$ cat src/rtl/assert_macros.svh
// Assertion macros shared by the parser RTL.
// Included by the modules that carry concurrent checks; no other dependencies.
`ifndef ASSERT_MACROS_SVH
`define ASSERT_MACROS_SVH
`ifndef SYNTHESIS
// Same-cycle implication, disabled during reset
`define ASSERT_IMPLIES(lbl, clk, rst, ante, cons, msg) \
  lbl: assert property (@(posedge clk) disable iff (rst) (ante) |-> (cons)) else $error(msg);
// Next-cycle implication, disabled during reset
`define ASSERT_NEXT(lbl, clk, rst, ante, cons, msg) \
  lbl: assert property (@(posedge clk) disable iff (rst) (ante) |=> (cons)) else $error(msg);
`else
`define ASSERT_IMPLIES(lbl, clk, rst, ante, cons, msg)
`define ASSERT_NEXT(lbl, clk, rst, ante, cons, msg)
`endif
`endif

$ cat src/rtl/hcrp_pkg.sv
// Package for the HEVC configuration record parser: phase and kind codes,
// header field numbers, result and group types. No dependencies.
`timescale 1ns / 1ps

package hcrp_pkg;

  // Parser phase
  typedef enum logic [2:0] {
    PH_HEADER   = 3'd0,
    PH_ARR_TYPE = 3'd1,
    PH_CNT_HI   = 3'd2,
    PH_CNT_LO   = 3'd3,
    PH_LEN_HI   = 3'd4,
    PH_LEN_LO   = 3'd5,
    PH_PAYLOAD  = 3'd6,
    PH_DONE     = 3'd7
  } phase_t;

  // Result kinds
  typedef enum logic [2:0] {
    KIND_FIELD   = 3'd0,
    KIND_TYPE    = 3'd1,
    KIND_COUNT   = 3'd2,
    KIND_LENGTH  = 3'd3,
    KIND_PAYLOAD = 3'd4,
    KIND_OK      = 3'd5,
    KIND_REJECT  = 3'd6,
    KIND_TRUNC   = 3'd7
  } kind_t;

  // Header field numbers
  localparam logic [4:0] FID_VERSION       = 5'd0;
  localparam logic [4:0] FID_PROF_SPACE    = 5'd1;
  localparam logic [4:0] FID_TIER          = 5'd2;
  localparam logic [4:0] FID_PROF_IDC      = 5'd3;
  localparam logic [4:0] FID_COMPAT        = 5'd4;
  localparam logic [4:0] FID_CONSTRAINT    = 5'd5;
  localparam logic [4:0] FID_LEVEL         = 5'd6;
  localparam logic [4:0] FID_SEGMENT       = 5'd7;
  localparam logic [4:0] FID_PARALLEL      = 5'd8;
  localparam logic [4:0] FID_CHROMA        = 5'd9;
  localparam logic [4:0] FID_DEPTH_LUMA    = 5'd10;
  localparam logic [4:0] FID_DEPTH_CHROMA  = 5'd11;
  localparam logic [4:0] FID_FRAME_RATE    = 5'd12;
  localparam logic [4:0] FID_CONST_RATE    = 5'd13;
  localparam logic [4:0] FID_TEMP_LAYERS   = 5'd14;
  localparam logic [4:0] FID_TEMP_NESTED   = 5'd15;
  localparam logic [4:0] FID_LEN_SIZE      = 5'd16;
  localparam logic [4:0] FID_ARRAY_COUNT   = 5'd17;

  // Header byte positions that complete fields
  localparam logic [4:0] POS_VERSION      = 5'd0;
  localparam logic [4:0] POS_PROFILE      = 5'd1;
  localparam logic [4:0] POS_COMPAT       = 5'd5;
  localparam logic [4:0] POS_CONSTRAINT   = 5'd11;
  localparam logic [4:0] POS_LEVEL        = 5'd12;
  localparam logic [4:0] POS_SEGMENT      = 5'd14;
  localparam logic [4:0] POS_PARALLEL     = 5'd15;
  localparam logic [4:0] POS_CHROMA       = 5'd16;
  localparam logic [4:0] POS_DEPTH_LUMA   = 5'd17;
  localparam logic [4:0] POS_DEPTH_CHROMA = 5'd18;
  localparam logic [4:0] POS_FRAME_RATE   = 5'd20;
  localparam logic [4:0] POS_TEMPORAL     = 5'd21;
  localparam logic [4:0] POS_ARRAYS       = 5'd22;
  localparam logic [4:0] POS_MIN_RECORD   = 5'd24;

  localparam logic [7:0] VERSION_ONE = 8'h01;
  localparam int unsigned MAX_RESULTS = 5;

  // One result item, run_last excluded
  typedef struct packed {
    kind_t        kind;
    logic [4:0]   field_id;
    logic [47:0]  value;
    logic [7:0]   array_number;
    logic [15:0]  unit_number;
  } result_t;

  // All results caused by one byte, slot 0 first
  typedef struct packed {
    logic [2:0]                      cnt;
    result_t [MAX_RESULTS-1:0]       res;
  } group_t;

  function automatic result_t mk_result(kind_t kind, logic [4:0] id, logic [47:0] value,
                                        logic [7:0] arr, logic [15:0] unit);
    result_t r;
    r.kind         = kind;
    r.field_id     = id;
    r.value        = value;
    r.array_number = arr;
    r.unit_number  = unit;
    return r;
  endfunction

endpackage

$ cat src/rtl/hcrp_stream_if.sv
// Valid/ready stream interfaces for record bytes and parsed results.
// Standalone; field widths follow the parser's item format.
`timescale 1ns / 1ps

interface hcrp_byte_if;
  logic       valid;
  logic       ready;
  logic [7:0] byte_value;
  logic       record_end;

  modport source (output valid, byte_value, record_end, input ready);
  modport sink   (input valid, byte_value, record_end, output ready);
endinterface

interface hcrp_result_if;
  logic        valid;
  logic        ready;
  logic [2:0]  result_kind;
  logic [4:0]  field_id;
  logic [47:0] field_value;
  logic [7:0]  array_number;
  logic [15:0] unit_number;
  logic        run_last;

  modport source (output valid, result_kind, field_id, field_value, array_number,
                  unit_number, run_last, input ready);
  modport sink   (input valid, result_kind, field_id, field_value, array_number,
                  unit_number, run_last, output ready);
endinterface

$ cat src/rtl/hcrp_step.sv
// Parser state and per-byte decode: builds the group of results one byte causes.
// Depends on hcrp_pkg and assert_macros.svh.
`timescale 1ns / 1ps
`include "assert_macros.svh"

module hcrp_step (
  input  logic            clk,
  input  logic            rst,
  input  logic            accept,
  input  logic [7:0]      byte_value,
  input  logic            record_end,
  output hcrp_pkg::group_t grp
);
  import hcrp_pkg::*;

  // Parser state
  phase_t      phase, phase_next;
  logic [4:0]  header_position, header_position_next;
  logic [47:0] field_accumulator, field_accumulator_next;
  logic [7:0]  arrays_left, arrays_left_next;
  logic [7:0]  array_counter, array_counter_next;
  logic [15:0] units_left, units_left_next;
  logic [15:0] unit_counter, unit_counter_next;
  logic [15:0] payload_left, payload_left_next;
  logic        record_bad, record_bad_next;

  logic [47:0] acc_shift;
  logic [47:0] byte_ext;
  logic [15:0] len_word;
  logic [7:0]  arrays_dec;
  logic [15:0] units_dec;
  logic [15:0] payload_dec;
  logic        fin_unit, fin_array;
  logic [2:0]  main_cnt;
  kind_t       status;

  assign acc_shift   = {field_accumulator[39:0], byte_value};
  assign byte_ext    = {40'd0, byte_value};
  assign len_word    = {field_accumulator[7:0], byte_value};
  assign arrays_dec  = arrays_left - 8'd1;
  assign units_dec   = units_left - 16'd1;
  assign payload_dec = payload_left - 16'd1;

  // Next state and results for the current byte
  always_comb begin
    phase_next             = phase;
    header_position_next   = (header_position < POS_MIN_RECORD) ?
                             header_position + 5'd1 : header_position;
    field_accumulator_next = field_accumulator;
    arrays_left_next       = arrays_left;
    array_counter_next     = array_counter;
    units_left_next        = units_left;
    unit_counter_next      = unit_counter;
    payload_left_next      = payload_left;
    record_bad_next        = record_bad;
    fin_unit               = 1'b0;
    fin_array              = 1'b0;
    main_cnt               = 3'd0;
    status                 = KIND_OK;
    grp                    = '0;

    unique case (phase)
      PH_HEADER: begin
        field_accumulator_next = acc_shift;
        case (header_position)
          POS_VERSION: begin
            grp.res[0] = mk_result(KIND_FIELD, FID_VERSION, byte_ext, 8'd0, 16'd0);
            main_cnt = 3'd1;
            record_bad_next = (byte_value != VERSION_ONE);
            field_accumulator_next = '0;
          end
          POS_PROFILE: begin
            grp.res[0] = mk_result(KIND_FIELD, FID_PROF_SPACE, {46'd0, byte_value[7:6]},
                                   8'd0, 16'd0);
            grp.res[1] = mk_result(KIND_FIELD, FID_TIER, {47'd0, byte_value[5]}, 8'd0, 16'd0);
            grp.res[2] = mk_result(KIND_FIELD, FID_PROF_IDC, {43'd0, byte_value[4:0]},
                                   8'd0, 16'd0);
            main_cnt = 3'd3;
            field_accumulator_next = '0;
          end
          POS_COMPAT: begin
            grp.res[0] = mk_result(KIND_FIELD, FID_COMPAT, {16'd0, acc_shift[31:0]},
                                   8'd0, 16'd0);
            main_cnt = 3'd1;
            field_accumulator_next = '0;
          end
          POS_CONSTRAINT: begin
            grp.res[0] = mk_result(KIND_FIELD, FID_CONSTRAINT, acc_shift, 8'd0, 16'd0);
            main_cnt = 3'd1;
            field_accumulator_next = '0;
          end
          POS_LEVEL: begin
            grp.res[0] = mk_result(KIND_FIELD, FID_LEVEL, byte_ext, 8'd0, 16'd0);
            main_cnt = 3'd1;
            field_accumulator_next = '0;
          end
          POS_SEGMENT: begin
            grp.res[0] = mk_result(KIND_FIELD, FID_SEGMENT, {32'd0, acc_shift[15:0]},
                                   8'd0, 16'd0);
            main_cnt = 3'd1;
            field_accumulator_next = '0;
          end
          POS_PARALLEL: begin
            grp.res[0] = mk_result(KIND_FIELD, FID_PARALLEL, byte_ext, 8'd0, 16'd0);
            main_cnt = 3'd1;
            field_accumulator_next = '0;
          end
          POS_CHROMA: begin
            grp.res[0] = mk_result(KIND_FIELD, FID_CHROMA, byte_ext, 8'd0, 16'd0);
            main_cnt = 3'd1;
            field_accumulator_next = '0;
          end
          POS_DEPTH_LUMA: begin
            grp.res[0] = mk_result(KIND_FIELD, FID_DEPTH_LUMA, byte_ext, 8'd0, 16'd0);
            main_cnt = 3'd1;
            field_accumulator_next = '0;
          end
          POS_DEPTH_CHROMA: begin
            grp.res[0] = mk_result(KIND_FIELD, FID_DEPTH_CHROMA, byte_ext, 8'd0, 16'd0);
            main_cnt = 3'd1;
            field_accumulator_next = '0;
          end
          POS_FRAME_RATE: begin
            grp.res[0] = mk_result(KIND_FIELD, FID_FRAME_RATE, {32'd0, acc_shift[15:0]},
                                   8'd0, 16'd0);
            main_cnt = 3'd1;
            field_accumulator_next = '0;
          end
          POS_TEMPORAL: begin
            grp.res[0] = mk_result(KIND_FIELD, FID_CONST_RATE, {46'd0, byte_value[7:6]},
                                   8'd0, 16'd0);
            grp.res[1] = mk_result(KIND_FIELD, FID_TEMP_LAYERS, {45'd0, byte_value[5:3]},
                                   8'd0, 16'd0);
            grp.res[2] = mk_result(KIND_FIELD, FID_TEMP_NESTED, {47'd0, byte_value[2]},
                                   8'd0, 16'd0);
            grp.res[3] = mk_result(KIND_FIELD, FID_LEN_SIZE, {46'd0, byte_value[1:0]},
                                   8'd0, 16'd0);
            main_cnt = 3'd4;
            field_accumulator_next = '0;
          end
          POS_ARRAYS: begin
            grp.res[0] = mk_result(KIND_FIELD, FID_ARRAY_COUNT, byte_ext, 8'd0, 16'd0);
            main_cnt = 3'd1;
            arrays_left_next = byte_value;
            phase_next = (record_bad || byte_value == 8'd0) ? PH_DONE : PH_ARR_TYPE;
            field_accumulator_next = '0;
          end
          default: ;
        endcase
      end
      PH_ARR_TYPE: begin
        field_accumulator_next = byte_ext;
        phase_next = PH_CNT_HI;
      end
      PH_CNT_HI: begin
        field_accumulator_next = acc_shift;
        phase_next = PH_CNT_LO;
      end
      PH_CNT_LO: begin
        grp.res[0] = mk_result(KIND_TYPE, 5'd0, {40'd0, acc_shift[23:16]},
                               array_counter, 16'd0);
        grp.res[1] = mk_result(KIND_COUNT, 5'd0, {32'd0, acc_shift[15:0]},
                               array_counter, 16'd0);
        main_cnt = 3'd2;
        units_left_next = acc_shift[15:0];
        unit_counter_next = '0;
        field_accumulator_next = '0;
        if (acc_shift[15:0] == 16'd0) begin
          fin_array = 1'b1;
        end else begin
          phase_next = PH_LEN_HI;
        end
      end
      PH_LEN_HI: begin
        field_accumulator_next = byte_ext;
        phase_next = PH_LEN_LO;
      end
      PH_LEN_LO: begin
        grp.res[0] = mk_result(KIND_LENGTH, 5'd0, {32'd0, len_word}, array_counter,
                               unit_counter);
        main_cnt = 3'd1;
        payload_left_next = len_word;
        field_accumulator_next = '0;
        if (len_word == 16'd0) begin
          fin_unit = 1'b1;
        end else begin
          phase_next = PH_PAYLOAD;
        end
      end
      PH_PAYLOAD: begin
        grp.res[0] = mk_result(KIND_PAYLOAD, 5'd0, byte_ext, array_counter, unit_counter);
        main_cnt = 3'd1;
        payload_left_next = payload_dec;
        if (payload_dec == 16'd0) begin
          fin_unit = 1'b1;
        end
      end
      PH_DONE: ;
      default: ;
    endcase

    // End of a NAL unit
    if (fin_unit) begin
      unit_counter_next = unit_counter + 16'd1;
      units_left_next = units_dec;
      if (units_dec == 16'd0) begin
        fin_array = 1'b1;
      end else begin
        phase_next = PH_LEN_HI;
      end
    end

    // End of an array
    if (fin_array) begin
      array_counter_next = array_counter + 8'd1;
      arrays_left_next = arrays_dec;
      unit_counter_next = '0;
      phase_next = (arrays_dec == 8'd0) ? PH_DONE : PH_ARR_TYPE;
    end

    grp.cnt = main_cnt;

    // Record end: append status, return to the start state
    if (record_end) begin
      if (record_bad_next || header_position_next < POS_MIN_RECORD) begin
        status = KIND_REJECT;
      end else if (phase_next == PH_PAYLOAD && payload_left_next != 16'd0) begin
        status = KIND_TRUNC;
      end
      grp.res[main_cnt] = mk_result(status, 5'd0, 48'd0, 8'd0, 16'd0);
      grp.cnt = main_cnt + 3'd1;
      phase_next             = PH_HEADER;
      header_position_next   = '0;
      field_accumulator_next = '0;
      arrays_left_next       = '0;
      array_counter_next     = '0;
      units_left_next        = '0;
      unit_counter_next      = '0;
      payload_left_next      = '0;
      record_bad_next        = 1'b0;
    end
  end

  // State registers, updated on each byte transfer
  always_ff @(posedge clk) begin
    if (rst) begin
      phase             <= PH_HEADER;
      header_position   <= '0;
      field_accumulator <= '0;
      arrays_left       <= '0;
      array_counter     <= '0;
      units_left        <= '0;
      unit_counter      <= '0;
      payload_left      <= '0;
      record_bad        <= 1'b0;
    end else if (accept) begin
      phase             <= phase_next;
      header_position   <= header_position_next;
      field_accumulator <= field_accumulator_next;
      arrays_left       <= arrays_left_next;
      array_counter     <= array_counter_next;
      units_left        <= units_left_next;
      unit_counter      <= unit_counter_next;
      payload_left      <= payload_left_next;
      record_bad        <= record_bad_next;
    end
  end

  `ASSERT_NEXT(a_end_restarts, clk, rst, accept && record_end, phase == PH_HEADER && header_position == 5'd0, "record end did not return parser to start")
  `ASSERT_IMPLIES(a_pos_sat, clk, rst, 1'b1, header_position <= POS_MIN_RECORD, "header position past saturation")
  `ASSERT_IMPLIES(a_payload_live, clk, rst, phase == PH_PAYLOAD, payload_left != 16'd0, "payload phase with nothing left")

endmodule

$ cat src/rtl/hcrp_serializer.sv
// Result group buffer and output register: hands out a byte's results one per transfer.
// Depends on hcrp_pkg, hcrp_stream_if and assert_macros.svh.
`timescale 1ns / 1ps
`include "assert_macros.svh"

module hcrp_serializer (
  input  logic             clk,
  input  logic             rst,
  input  logic             load,
  input  hcrp_pkg::group_t grp_in,
  output logic             free,
  hcrp_result_if.source    results
);
  import hcrp_pkg::*;

  // Pending results of the last byte and the output register
  result_t [MAX_RESULTS-1:0] pend, pend_next;
  logic [2:0]                cnt, cnt_next;
  result_t                   res_q;
  logic                      res_last;
  logic                      res_valid, res_valid_next;
  logic                      move;
  logic                      fire;

  assign fire = res_valid && results.ready;
  assign move = (cnt != 3'd0) && (!res_valid || results.ready);
  assign free = (cnt == 3'd0) || (cnt == 3'd1 && move);

  // Buffer next state: shift on move, replace on load
  always_comb begin
    pend_next      = pend;
    cnt_next       = cnt;
    res_valid_next = res_valid;
    if (move) begin
      pend_next = {result_t'('0), pend[MAX_RESULTS-1:1]};
      cnt_next = cnt - 3'd1;
      res_valid_next = 1'b1;
    end else if (fire) begin
      res_valid_next = 1'b0;
    end
    if (load) begin
      pend_next = grp_in.res;
      cnt_next = grp_in.cnt;
    end
  end

  // Control registers
  always_ff @(posedge clk) begin
    if (rst) begin
      cnt       <= '0;
      res_valid <= 1'b0;
    end else begin
      cnt       <= cnt_next;
      res_valid <= res_valid_next;
    end
  end

  // Payload registers
  always_ff @(posedge clk) begin
    pend <= pend_next;
    if (move) begin
      res_q    <= pend[0];
      res_last <= (cnt == 3'd1);
    end
  end

  assign results.valid        = res_valid;
  assign results.result_kind  = res_q.kind;
  assign results.field_id     = res_q.field_id;
  assign results.field_value  = res_q.value;
  assign results.array_number = res_q.array_number;
  assign results.unit_number  = res_q.unit_number;
  assign results.run_last     = res_last;

  `ASSERT_IMPLIES(a_cnt_range, clk, rst, 1'b1, cnt <= 3'd5, "result buffer count out of range")
  `ASSERT_IMPLIES(a_load_free, clk, rst, load, cnt <= 3'd1, "group loaded over pending results")
  `ASSERT_NEXT(a_move_fills, clk, rst, move, res_valid, "moved result not presented")
  `ASSERT_NEXT(a_load_cnt, clk, rst, load, cnt == $past(grp_in.cnt), "loaded group count lost")

endmodule

$ cat src/rtl/hevc_config_record_parser_top.sv
// Channel     Dir  Payload                                      Transfer
// bytes       in   byte_value[7:0], record_end                  valid && ready
// results     out  result_kind, field_id, field_value[47:0],    valid && ready
//                  array_number, unit_number, run_last
//
// A byte's results (0 to 5 of them) are buffered, and the byte channel takes the
// next byte once the buffer is empty or in the cycle that the last pending result moves
// to the output register. Results leave one per cycle while results are pending and
// results.ready is high; a transferred byte's results are loaded into the buffer and
// then move to the output register when it is free. Reset (rst, synchronous) clears
// parser state and empties the buffer; a stall on results back-pressures bytes while results are pending.
//
// Top level of the HEVC configuration record parser.
// Depends on hcrp_pkg, hcrp_stream_if, hcrp_step and hcrp_serializer.
`timescale 1ns / 1ps

module hevc_config_record_parser_top (
  input  logic          clk,
  input  logic          rst,
  hcrp_byte_if.sink     bytes,
  hcrp_result_if.source results
);
  import hcrp_pkg::*;

  group_t grp;
  logic   free;
  logic   accept;

  // Byte transfer
  assign bytes.ready = free;
  assign accept      = bytes.valid && free;

  hcrp_step u_step (
    .clk        (clk),
    .rst        (rst),
    .accept     (accept),
    .byte_value (bytes.byte_value),
    .record_end (bytes.record_end),
    .grp        (grp)
  );

  hcrp_serializer u_ser (
    .clk     (clk),
    .rst     (rst),
    .load    (accept),
    .grp_in  (grp),
    .free    (free),
    .results (results)
  );

endmodule

$ cat src/flat_wrapper.sv
// flat-port wrapper written by rule: the top's interface ports become plain ports
module hevc_config_record_parser_top_flat import hcrp_pkg::*;
  (clk, rst, bytes_valid, bytes_byte_value, bytes_record_end, bytes_ready, results_valid, results_result_kind, results_field_id, results_field_value, results_array_number, results_unit_number, results_run_last, results_ready);
  hcrp_byte_if bytes_i ();
  hcrp_result_if results_i ();
  input  logic clk;
  input  logic rst;
  input wire logic [$bits(bytes_i.valid)-1:0] bytes_valid;
  input wire logic [$bits(bytes_i.byte_value)-1:0] bytes_byte_value;
  input wire logic [$bits(bytes_i.record_end)-1:0] bytes_record_end;
  output wire logic [$bits(bytes_i.ready)-1:0] bytes_ready;
  output wire logic [$bits(results_i.valid)-1:0] results_valid;
  output wire logic [$bits(results_i.result_kind)-1:0] results_result_kind;
  output wire logic [$bits(results_i.field_id)-1:0] results_field_id;
  output wire logic [$bits(results_i.field_value)-1:0] results_field_value;
  output wire logic [$bits(results_i.array_number)-1:0] results_array_number;
  output wire logic [$bits(results_i.unit_number)-1:0] results_unit_number;
  output wire logic [$bits(results_i.run_last)-1:0] results_run_last;
  input wire logic [$bits(results_i.ready)-1:0] results_ready;
  assign bytes_i.valid = bytes_valid;
  assign bytes_i.byte_value = bytes_byte_value;
  assign bytes_i.record_end = bytes_record_end;
  assign bytes_ready = bytes_i.ready;
  assign results_valid = results_i.valid;
  assign results_result_kind = results_i.result_kind;
  assign results_field_id = results_i.field_id;
  assign results_field_value = results_i.field_value;
  assign results_array_number = results_i.array_number;
  assign results_unit_number = results_i.unit_number;
  assign results_run_last = results_i.run_last;
  assign results_i.ready = results_ready;
  hevc_config_record_parser_top u_core (.clk(clk), .rst(rst), .bytes(bytes_i), .results(results_i));
endmodule
$ cat config.mk
export PLATFORM = sky130hd
export DESIGN_NAME = hevc_config_record_parser_top_flat
export DESIGN_NICKNAME = d
export VERILOG_FILES = /design/src/rtl/hcrp_pkg.sv /design/src/rtl/hcrp_stream_if.sv /design/src/rtl/hcrp_step.sv /design/src/rtl/hcrp_serializer.sv /design/src/rtl/hevc_config_record_parser_top.sv /design/src/flat_wrapper.sv
export VERILOG_INCLUDE_DIRS = /design/src /design/src/rtl
export SDC_FILE = /design/constraint.sdc
export NUM_CORES = 1
export LEC_CHECK = 0
export BUFFER_PORTS_ARGS = -buffer_cell sky130_fd_sc_hd__buf_2
export CORE_MARGIN = 2
export CORE_UTILIZATION = 40
export CTS_CLUSTER_DIAMETER = 100
export DETAILED_ROUTE_END_ITERATION = 8
export GPL_ROUTABILITY_DRIVEN = 0
export GPL_TIMING_DRIVEN = 0
export PLACE_DENSITY = 0.6
export SLEW_MARGIN = 30
export SYNTH_ARGS = -nofsm -noshare
export SYNTH_HDL_FRONTEND = slang
export SYNTH_SLANG_ARGS = --single-unit
export TNS_END_PERCENT = 20
$ cat constraint.sdc
create_clock -name clk -period 10.2 [get_ports clk]
set_input_delay 1.02 -clock clk [delete_from_list [all_inputs] [get_ports clk]]
set_output_delay 1.02 -clock clk [all_outputs]
set_load 0.05 [all_outputs]
Word-level counts from Yosys, hierarchy flattened --
Index checks and enable logic that the tools add are counted.
Operators by class: $add $sub $neg 8, magnitude comparators 4, eq/ne operators 21, multiplexer cells 60, reductions and logical operators 39
Operators by type and width (number):
- $pmux W77 S13 | 1
- $mux W400 | 2
- $mux W403 | 1
- $bwmux W400 | 1
- $pmux W80 S4 | 1
- $pmux W156 S2 | 1
- $demux W80 S3 | 1
- $mux W160 | 1
- $pmux W40 S4 | 1
- $pmux W80 S2 | 1
- $mux W16 | 8
- $mux W40 | 2
- $mux W80 | 1
- $mux W77 | 1
- $logic_not A16 Y1 | 3
- $mux W8 | 6
- $mux W3 | 12
- $pmux W16 S2 | 1
- $sub A16 B1 Y16 const B | 2
- $eq A5 B5 Y1 const B | 6
- $eq A5 B4 Y1 const B | 4
- $pmux W3 S3 | 2
- $pmux W3 S6 | 1
- $add A16 B1 Y16 const B | 1
- other kinds (34) | 71
Storage, ports and cells: register bits 598, input port bits 13, word-level logic and storage cells 174

Depth between registers and ports, before layout --
Gate-level depths: netlist of the first run.
word-level depth 16, gate-level depth with buffers 14, mapped depth without buffers 12

By module --
Synthesis of the first run repeated with hierarchy kept, for this count alone.
Unflattened totals: cell total of the unflattened synthesis 2364, area total of the unflattened synthesis 29238.0 um^2
Modules (own cells, without submodules):
- hcrp_serializer | instances 1, cells an instance 960, area each 19044.5 um^2, seq. area each 14523.9 um^2
- hcrp_step | instances 1, cells an instance 1403, area each 10187.3 um^2, seq. area each 2262.2 um^2
- hevc_config_record_parser_top | instances 1, cells an instance 1, area each 6.3 um^2, seq. area each 0.0 um^2

Worst setup path before layout of the first run --
No wires, ideal clock.
kind input to register, start point input results_ready, end point register u_core.u_ser.pend[0] (netlist name) (enable), arrival time 7256 ps, data required time 9765 ps, setup slack 2509 ps, stages on the path 3, buffers on the path 0, path through nand2b_1 -> a21boi_1 -> or2_2
Between the ends: cells in the longest elaborated chain, start to end 6
RTL lines:
- start, declared | RTL line flat_wrapper.sv:19 | input wire logic [$bits(results_i.ready)-1:0] results_ready;
- $logic_or A1 B1 Y1 (*) | RTL line hcrp_serializer.sv:26 | assign move = (cnt != 3'd0) && (!res_valid || results.ready);
- $logic_and A1 B1 Y1 (*) | RTL line hcrp_serializer.sv:26
- via u_core.u_ser.move | RTL line hcrp_serializer.sv:22 | logic move;
- $logic_and A1 B1 Y1 | RTL line hcrp_serializer.sv:27 | assign free = (cnt == 3'd0) || (cnt == 3'd1 && move);
- $logic_or A1 B1 Y1 | RTL line hcrp_serializer.sv:27
- $logic_and A1 B1 Y1 | RTL line hevc_config_record_parser_top.sv:31 | assign accept = bytes.valid && free;
- $reduce_bool A2 Y1 (no line) (*)
- end signal, assigned | RTL line hcrp_serializer.sv:60 | pend <= pend_next;
- end, declared | RTL line hcrp_serializer.sv:17 | result_t [MAX_RESULTS-1:0] pend, pend_next;
Mark *: on every way through the listed nets, which the timed path passes. The rest lies on a longest branch. A chain may end at the register's enable or synchronous reset.

Final worst setup path of the first run --
start point register u_core.u_step.payload_left[0], end point register u_core.u_step.units_left[14]
Between the ends: cells in the longest elaborated chain, start to end 6, elaborated cells between the ends (all ways) 8, classes of those cells 1 x add/sub; 4 x mux; 3 x reduce/logical
RTL lines:
- start, declared | RTL line hcrp_step.sv:24 | logic [15:0] payload_left, payload_left_next;
- start signal, assigned | RTL line hcrp_step.sv:264 | payload_left <= payload_left_next;
- $sub A16 B1 Y16 (*) | RTL line hcrp_step.sv:42 | assign payload_dec = payload_left - 16'd1;
- $logic_not A16 Y1 (*) | RTL line hcrp_step.sv:194 | if (payload_dec == 16'd0) begin
- $mux W1 (*) | RTL line hcrp_step.sv:194
- $pmux W1 S2 (*) | RTL line hcrp_step.sv:62 | unique case (phase)
- $reduce_bool A3 Y1 (no line) or $mux W16 (tied branches)
- $reduce_and A2 Y1 (no line) or $mux W16 (tied branches)
- end signal, assigned | RTL line hcrp_step.sv:262 | units_left <= units_left_next;
- end, declared | RTL line hcrp_step.sv:22 | logic [15:0] units_left, units_left_next;
Mark *: on every way between the ends. The rest lies on a longest branch, timed or not.

==> results of run 1 <==
final timing paths:
kind	startpoint	endpoint	slack (ns)	depth (start not counted)
hold reg to reg	u_core.u_ser.pend[27]	u_core.u_ser.results.field_value[3]	0.42	0
setup / recovery	u_core.u_step.payload_left[0]	u_core.u_step.units_left[14]	6.07	13
hold / removal	u_core.u_ser.pend[27]	u_core.u_ser.results.field_value[3]	0.42	0
setup reg to reg	u_core.u_step.payload_left[0]	u_core.u_step.units_left[14]	6.07	13
power breakdown:
group | switching [mW] | total, mW | internal, mW
logic | 1.32 | 1.69 | 0.375
clock network | 0.508 | 1.27 | 0.762
registers | 0.123 | 2.24 | 2.12
total | 1.95 | 5.20 | 3.25
through the flow:
| step | power [mW] | instance area [um^2] | hold WS (ns) | std cells | utilization |
|---|---|---|---|---|---|
| floorplan | 3.48 | 15000 | 0.400 | 1376 | - |
| global placement | 3.93 | 16100 | 0.404 | 1933 | 0.437 |
| detailed placement | 3.97 | 16200 | 0.405 | 1940 | 0.441 |
| CTS | 5.25 | 17400 | 0.416 | 2004 | 0.473 |
| global route | 5.45 | 17400 | 0.416 | 2004 | 0.474 |
| finish | 5.20 | 17400 | 0.416 | 2004 | 0.474 |
placed cells by master, fill, tap and decap left out, drive strengths merged, types with 6 or more instances in the layout:
| cell type | synthesis | routed |
|---|---|---|
| nor4b | 6 | 6 |
| or2 | 8 | 8 |
| nor3b | 15 | 15 |
| a211oi | 8 | 8 |
| nand3 | 28 | 28 |
| edfxtp | 212 | 212 |
| nor3 | 34 | 34 |
| o211ai | 9 | 9 |
| clkbuf | 87 | 143 |
| ha | 17 | 17 |
| and2 | 53 | 53 |
| a31oi | 18 | 18 |
| o22ai | 8 | 8 |
| clkinv | 1 | 6 |
| o21ai | 62 | 62 |
| buf | 12 | 108 |
| or4 | 9 | 9 |
| a22o | 24 | 24 |
| xor2 | 10 | 10 |
| nand2b | 14 | 14 |
| nand2 | 92 | 92 |
| a22oi | 67 | 67 |
| nor4 | 17 | 17 |
| nor2b | 9 | 9 |
| and3 | 49 | 49 |
| nor2 | 131 | 131 |
| nand4 | 12 | 12 |
| inv | 31 | 32 |
| o21bai | 15 | 15 |
| nand3b | 8 | 8 |
| or3 | 8 | 8 |
| dfxtp | 117 | 117 |
| mux2i | 10 | 10 |
| xnor2 | 15 | 15 |
| o21a | 8 | 8 |
| a21o | 19 | 19 |
| a21oi | 52 | 52 |
logic make-up after synthesis:
group,count (synthesis),synth area share
mux,11,0.00741
flops,329,0.579
compound gates,354,0.167
xor+xnor,25,0.0146
buf+inv,131,0.0346
fa+ha+maj,17,0.0142
simple gates,509,0.183
flip-flops by register name (all words and copies together), names as in the netlist:
name / cells
u_core.u_ser.cnt: 3
u_core.u_ser.pend: 131
u_core.u_ser.results.array_number: 8
u_core.u_ser.results.field_id: 5
u_core.u_ser.results.field_value: 48
u_core.u_ser.results.result_kind: 3
u_core.u_ser.results.run_last: 1
u_core.u_ser.results.unit_number: 16
u_core.u_ser.results.valid: 1
u_core.u_step.array_counter: 8
u_core.u_step.arrays_left: 8
u_core.u_step.field_accumulator: 40
u_core.u_step.header_position: 5
u_core.u_step.payload_left: 16
u_core.u_step.phase: 3
u_core.u_step.record_bad: 1
u_core.u_step.unit_counter: 16
u_core.u_step.units_left: 16
cell usage after synthesis (24+ instances only):
| library cell | instances |
|---|---|
| edfxtp_1 | 212 |
| nor2_1 | 131 |
| dfxtp_1 | 117 |
| nand2_1 | 92 |
| clkbuf_1 | 87 |
| a22oi_1 | 67 |
| and2_1 | 52 |
| a21oi_1 | 51 |
| and3_1 | 49 |
| o21ai_0 | 48 |
| nor3_1 | 33 |
| inv_1 | 31 |
| nand3_1 | 28 |
| a22o_1 | 24 |
cell type report:
cell class / count / area (um^2) / area share
flip-flops and latches: 329 / 8710 / 0.500
repair buffers: 96 / 583 / 0.0335
plain buffers: 99 / 399 / 0.0229
clock inverters: 8 / 86.3 / 0.00496
clock buffers: 56 / 1090 / 0.0626
well taps: 468 / 586 / 0.0336
multi-input cells: 916 / 5850 / 0.336
inverters: 32 / 120 / 0.00690
routing by layer:
metal | wire length, um | vias up
li1 | - | 5453
met1 | 17700 | 5681
met2 | 18600 | 507
met3 | 3030 | 109
met4 | 1590 | 0
met5 | 0 | -
==> Implementation_results.wiki, run 1 <==
{| class="wikitable"
! Metric !! Value
|-
| Vias in the first global route || 11000
|-
| Die height || 198 um
|-
| Static power due to leakage || 6.50 nW
|-
| Number of routed nets with antenna violations || 0
|-
| Cts-stage hold buffer count || 0
|-
| Chip width || 198 um
|-
| Gate count of the mapped netlist || 1376
|-
| Met3 track demand over resource || 0.0361
|-
| Final net count || 1539
|-
| Crit path time final || 4.13 ns
|-
| Net count after synthesis || 1406
|-
| Vias per inst || 5.86
|-
| Total of endpoints with negative setup slack in the final report || 0
|-
| Router iterations before antenna repair || 6
|-
| Violation count after the first detailed-route iteration || 1335
|-
| Initial antenna violation count || 0
|-
| Max-capacitance violation count || 0
|-
| Global-route congestion overflow total || 0
|-
| Maximum buffer depth of the clock tree || 3
|-
| Layout fillers || 3391
|-
| Met1 usage in global routing || 0.286
|-
| Number of buffer cells added on primary ports || 89
|-
| I/O pin count || 96
|-
| Crit-path max FO || 10
|-
| Number of clock sinks || 329
|-
| Top cells by area in the synthesized netlist || edfxtp_1 42%, dfxtp_1 16%, a22oi_1 3.3%
|-
| Async set or reset register ratio after synthesis || 0
|-
| Predominant post-synthesis flop cell || edfxtp_1
|-
| Hold crit path type || reg -> reg
|-
| Area share of the largest cell type after synthesis || 0.424
|-
| Worst supply voltage drop on vdd || 158 uV
|-
| Post-route clock period utilization || 0.405
|-
| Highest Clock Rate || 242 MHz
|-
| Post-detail-place hpwl || 28900 um
|-
| Cell area after synthesis || 0.0150 mm^2
|-
| Delay-heaviest family, CP || compound AO/OA/AOI/OAI gates
|-
| Die area || 0.0391 mm^2
|-
| Number of diodes || 0
|-
| Total GRT Usage || 0.209
|-
| Detailed-route via count || 11800
|-
| Fraction of final layout cells with drive strength greater than 1 || 0.133
|-
| Actual slew at the worst max-slew pin || 0.855 ns
|-
| H-Tree Depth || 2
|-
| Layout overhead on the synthesized area || 15.9%
|-
| Routing layer with the top usage in global route || met2
|-
| Aggregate routed wire length || 41000 um
|-
| Maximum number of pins on one net before global-route repair || 48
|-
| Final Hold Viols || 0
|-
| Number of placement rows || 70
|-
| Result of the run || complete, no violations
|-
| Post-synthesis average cell area || 10.9 um^2
|-
| Final clock skew || 0.0125 ns
|-
| Worst path bufs/invs || 4
|-
| Clock tree from TritonCTS || done
|-
| CTS buffer count || 35
|-
| Fraction of the yosys area taken by sequential cells || 0.579
|-
| Number of gates resized after cts || 0
|-
| Number of enable flip-flop cells after synthesis || 212
|-
| Critical path data required time || 10.59 ns
|-
| Relative slew slack || 0.423
|-
| GRT met2 Usage || 0.328
|-
| Clock tree root driver cell || clkbuf_16
|-
| Final critical-path setup slack || 6.07 ns
|-
| Max stage delay on crit path || 0.51 ns
|-
| Start-to-end type of the worst setup path || reg -> reg
|-
| Average routed wire per standard cell || 20.4 um
|-
| Power Density || 299 mW/mm^2
|-
| Slowest stage cell on the critical path || o21ai_2
|-
| Insertion delay to the later sink of the worst-skew pair || 0.53 ns
|-
| Clock transition at the registers of the reported paths || 0.06 ns
|-
| Area of the placeable core || 0.0368 mm^2
|-
| Yosys Warn Count || 0
|-
| Unrepaired setup endpoints after global routing || no
|-
| Slew Viols, Final || 0
|-
| Count of cell types in the netlist || 84
|-
| Post-synthesis cell type with the largest combined area || edfxtp_1
|-
| Wire length of the first global-routing pass || 63600 um
|-
| Yosys reg bits || 329
|-
| Pre-CTS setup slack || 5.78 ns
|-
| Sum of negative setup slack || 0 ns
|-
| Signal arrival time at the worst endpoint || 4.52 ns
|-
| Worst Setup End Kind || flop
|-
| Cell breakdown of the critical path || buf_2 -> inv_1 -> ha_1 -> clkbuf_1 -> nor4b_1 -> nand4_1 -> a221oi_1 -> nand4_1 -> o21ai_2 -> o21ai_1 -> clkbuf_1 -> a22oi_1 -> nor2_1
|-
| Effective utilization at floorplan || 0.409
|-
| Total DRC errors in the routed layout || 0
|-
| Setup bufs post-CTS || 0
|-
| Startpoint class of the critical path || flop
|}
Note: power is estimated with default switching activity, not from simulation.
==> run 2, diff against run 1 <==
clock period = 3.99 ns   (was 10.2 ns; I/O delays follow)
==> Implementation_results.wiki, run 2 (synthesis gave the netlist of run 1 again) <==
{| class="wikitable"
! Metric !! Value
|-
| Cell Count, Final, Fillers Out || 2007 (+0.15%)
|-
| Worst supply voltage drop on vdd || 491 uV (+210%)
|-
| Critical path data required time || 4.45 ns (-6.14 ns)
|-
| Source of the worst hold timing path || results_ready
|-
| Layout fillers || 3389 (-0.059%)
|-
| Number of buffer cells added on primary ports || 89 (unchanged)
|-
| I/O pin count || 96 (unchanged)
|-
| Final clock skew || 0.0178 ns (+0.00533 ns)
|-
| Detailed-route via count || 11800 (+0.51%)
|-
| Router iterations before antenna repair || 6 (unchanged)
|-
| Number of routed nets with antenna violations || 0 (unchanged)
|-
| Total GRT Usage || 0.214 (+0.00501)
|-
| H-Tree Depth || 2 (unchanged)
|-
| Hold crit path type || in -> reg
|-
| Signal arrival time at the worst endpoint || 4.34 ns (-0.18 ns)
|-
| Slew Viols, Final || 0 (unchanged)
|-
| Start-to-end type of the worst setup path || reg -> reg
|-
| Flip-flop count of the largest register, all copies and words added || 131 (unchanged)
|-
| Startpoint class of the critical path || flop
|-
| Most flop-heavy register || u_core.u_ser.pend
|-
| Setup bufs post-CTS || 0 (unchanged)
|-
| Relative slew slack || 0.393 (-0.0302)
|-
| Count of cells along the worst hold path || 3 (+3)
|-
| Fraction of final layout cells with drive strength greater than 1 || 0.138 (+0.00438)
|-
| Maximum number of pins on one net before global-route repair || 48 (unchanged)
|-
| Clock transition at the registers of the reported paths || 0.06 ns (about the same)
|-
| Max-capacitance violation count || 0 (unchanged)
|-
| Initial antenna violation count || 1 (+1)
|-
| Vias per inst || 5.88 (+0.36%)
|-
| Unrepaired setup endpoints after global routing || yes
|-
| Die area || 0.0391 mm^2 (unchanged)
|-
| Final net count || 1540 (+0.065%)
|-
| Clock tree from TritonCTS || done
|-
| Total DRC errors in the routed layout || 0 (unchanged)
|-
| Layout overhead on the synthesized area || 16.4%
|-
| Post-route clock period utilization || 0.971 (+0.566)
|-
| Worst setup path startpoint || u_core.u_step.payload_left[0]
|-
| Clock tree root driver cell || clkbuf_16
|-
| Highest Clock Rate || 258 MHz (+6.7%)
|-
| Total of endpoints with negative setup slack in the final report || 0 (unchanged)
|-
| Aggregate routed wire length || 41400 um (+1.1%)
|-
| RR Startpoint || u_core.u_step.payload_left[0]
|-
| Crit path time final || 3.87 ns (-0.259 ns)
|-
| Vias in the first global route || 11400 (+3.4%)
|-
| Area of the placeable core || 0.0368 mm^2 (unchanged)
|-
| Timing endpoint of the critical path || u_core.u_step.array_counter[6]
|-
| Worst Setup End Kind || flop
|-
| CTS buffer count || 36 (+2.9%)
|-
| Wire length of the first global-routing pass || 65100 um (+2.5%)
|-
| Count of cells along the worst register-to-register path || 12 (-1)
|-
| Chip width || 198 um (unchanged)
|-
| Crit-path max FO || 10 (unchanged)
|-
| Insertion delay to the later sink of the worst-skew pair || 0.53 ns (about the same)
|-
| Number of placement rows || 70 (unchanged)
|-
| Most used cells in the layout excluding fill and tap cells || 212 x edfxtp_1, 131 x nor2_1, 114 x dfxtp_1
|-
| Actual slew at the worst max-slew pin || 0.911 ns (+0.0565 ns)
|-
| Cell total after placement || 1940 (unchanged)
|-
| Area of all placed cells without fillers || 0.0175 mm^2 (+0.41%)
|-
| Worst reg-to-reg setup slack || 0.12 ns (-5.95 ns)
|-
| Effective utilization at floorplan || 0.409 (unchanged)
|-
| Most common cell after layout, fill and taps aside || edfxtp_1
|-
| Static power due to leakage || 6.52 nW (+0.24%)
|-
| Average routed wire per standard cell || 20.6 um (+0.92%)
|-
| Number of clock sinks || 329 (unchanged)
|-
| Final Hold Viols || 0 (unchanged)
|-
| Crit Reg-Reg Endpoint || u_core.u_step.array_counter[6]
|-
| Result of the run || complete, no violations
|-
| Maximum buffer depth of the clock tree || 3 (unchanged)
|-
| Standard cell area after detailed placement || 0.0162 mm^2 (about the same)
|-
| Die height || 198 um (unchanged)
|-
| Global-route congestion overflow total || 0 (unchanged)
|-
| Power Density || 767 mW/mm^2 (+160%)
|-
| Post-detail-place hpwl || 29400 um (+1.8%)
|-
| Violation count after the first detailed-route iteration || 1329 (-0.45%)
|}
[run 2: cell types whose count changed in the layout (fill, tap and decap cells not counted), sizes merged]
cell,change
buf,-1
bufinv,+3
clkbuf,-9
clkinv,+8
clkinvlp,+1
diode,+1
[run 2: worst max-delay path: stages, from the launching register on]
cell	delay [ns]
dfxtp_1	0.32
buf_2	0.19
inv_1	0.10
ha_1	0.16
clkbuf_1	0.41
nor4b_1	0.33
nand4_1	0.21
a221oi_1	0.42
nand4_1	0.26
o211ai_1	0.47
a21oi_1	0.26
or4_1	0.52
a21oi_1	0.15
[run 2: what timing repair did]
| item | in CTS | in global routing |
|---|---|---|
| resized for setup | 0 | 6 |
| hold buffers | 0 | 0 |
| endpoints found under the setup margin | 0 | 34 |
[run 2: cell type report]
cell class / instances / area (um^2) / share of cell area
Sequential cell: 329 / 8710 / 0.498
Multi-Input combinational cell: 916 / 5890 / 0.337
Clock buffer: 46 / 1000 / 0.0572
Tap cell: 468 / 586 / 0.0335
Timing Repair Buffer: 96 / 558 / 0.0319
Buffer: 99 / 400 / 0.0229
Clock inverter: 20 / 218 / 0.0124
Inverter: 32 / 120 / 0.00687
Antenna cell: 1 / 2.50 / 0.000143
[run 2: stage by stage]
stage                     setup slack, ns  hold WS [ns]  power (mW)  setup TNS, ns   util
after CTS                          0.0906         0.265        13.5              0  0.474
after detailed placement            0.124         0.405        10.1              0  0.441
after global placement              -1.57         0.404        9.98        -204.22  0.437
after floorplan                    -0.303         0.400        8.85         -39.68      -
after global routing              -0.0843         0.310        14.0         -0.411  0.476
final                               0.116         0.286        13.4              0  0.476
[run 2: routing by layer]
| layer | up-vias | share of wire | wire length, um | GRT usage |
|---|---|---|---|---|
| li1 | 5435 | - | - | - |
| met1 | 5731 | 0.43 | 17700 | 0.288 |
| met2 | 517 | 0.45 | 18600 | 0.333 |
| met3 | 127 | 0.077 | 3190 | 0.0404 |
| met4 | 0 | 0.045 | 1870 | 0.105 |
| met5 | - | 0 | 0 | 0 |
[run 2: where the power goes]
part	switching, mW	internal (mW)	total (mW)
sequential	0.316	5.41	5.73
clock	1.33	2.04	3.38
combinational	3.38	0.925	4.31
[run 2: worst min path at each step]
| stage | end | slack (ns) |
|---|---|---|
| 2_1_floorplan | u_core.u_ser.results.array_number[0] | 0.40 |
| 3_3_place_gp | u_core.u_ser.results.array_number[6] | 0.40 |
| 3_5_place_dp | u_core.u_ser.results.array_number[0] | 0.40 |
| 4_1_cts | u_core.u_ser.results.valid | 0.27 |
| 5_1_grt | u_core.u_ser.results.valid | 0.31 |
| 6_report | u_core.u_ser.results.valid | 0.29 |
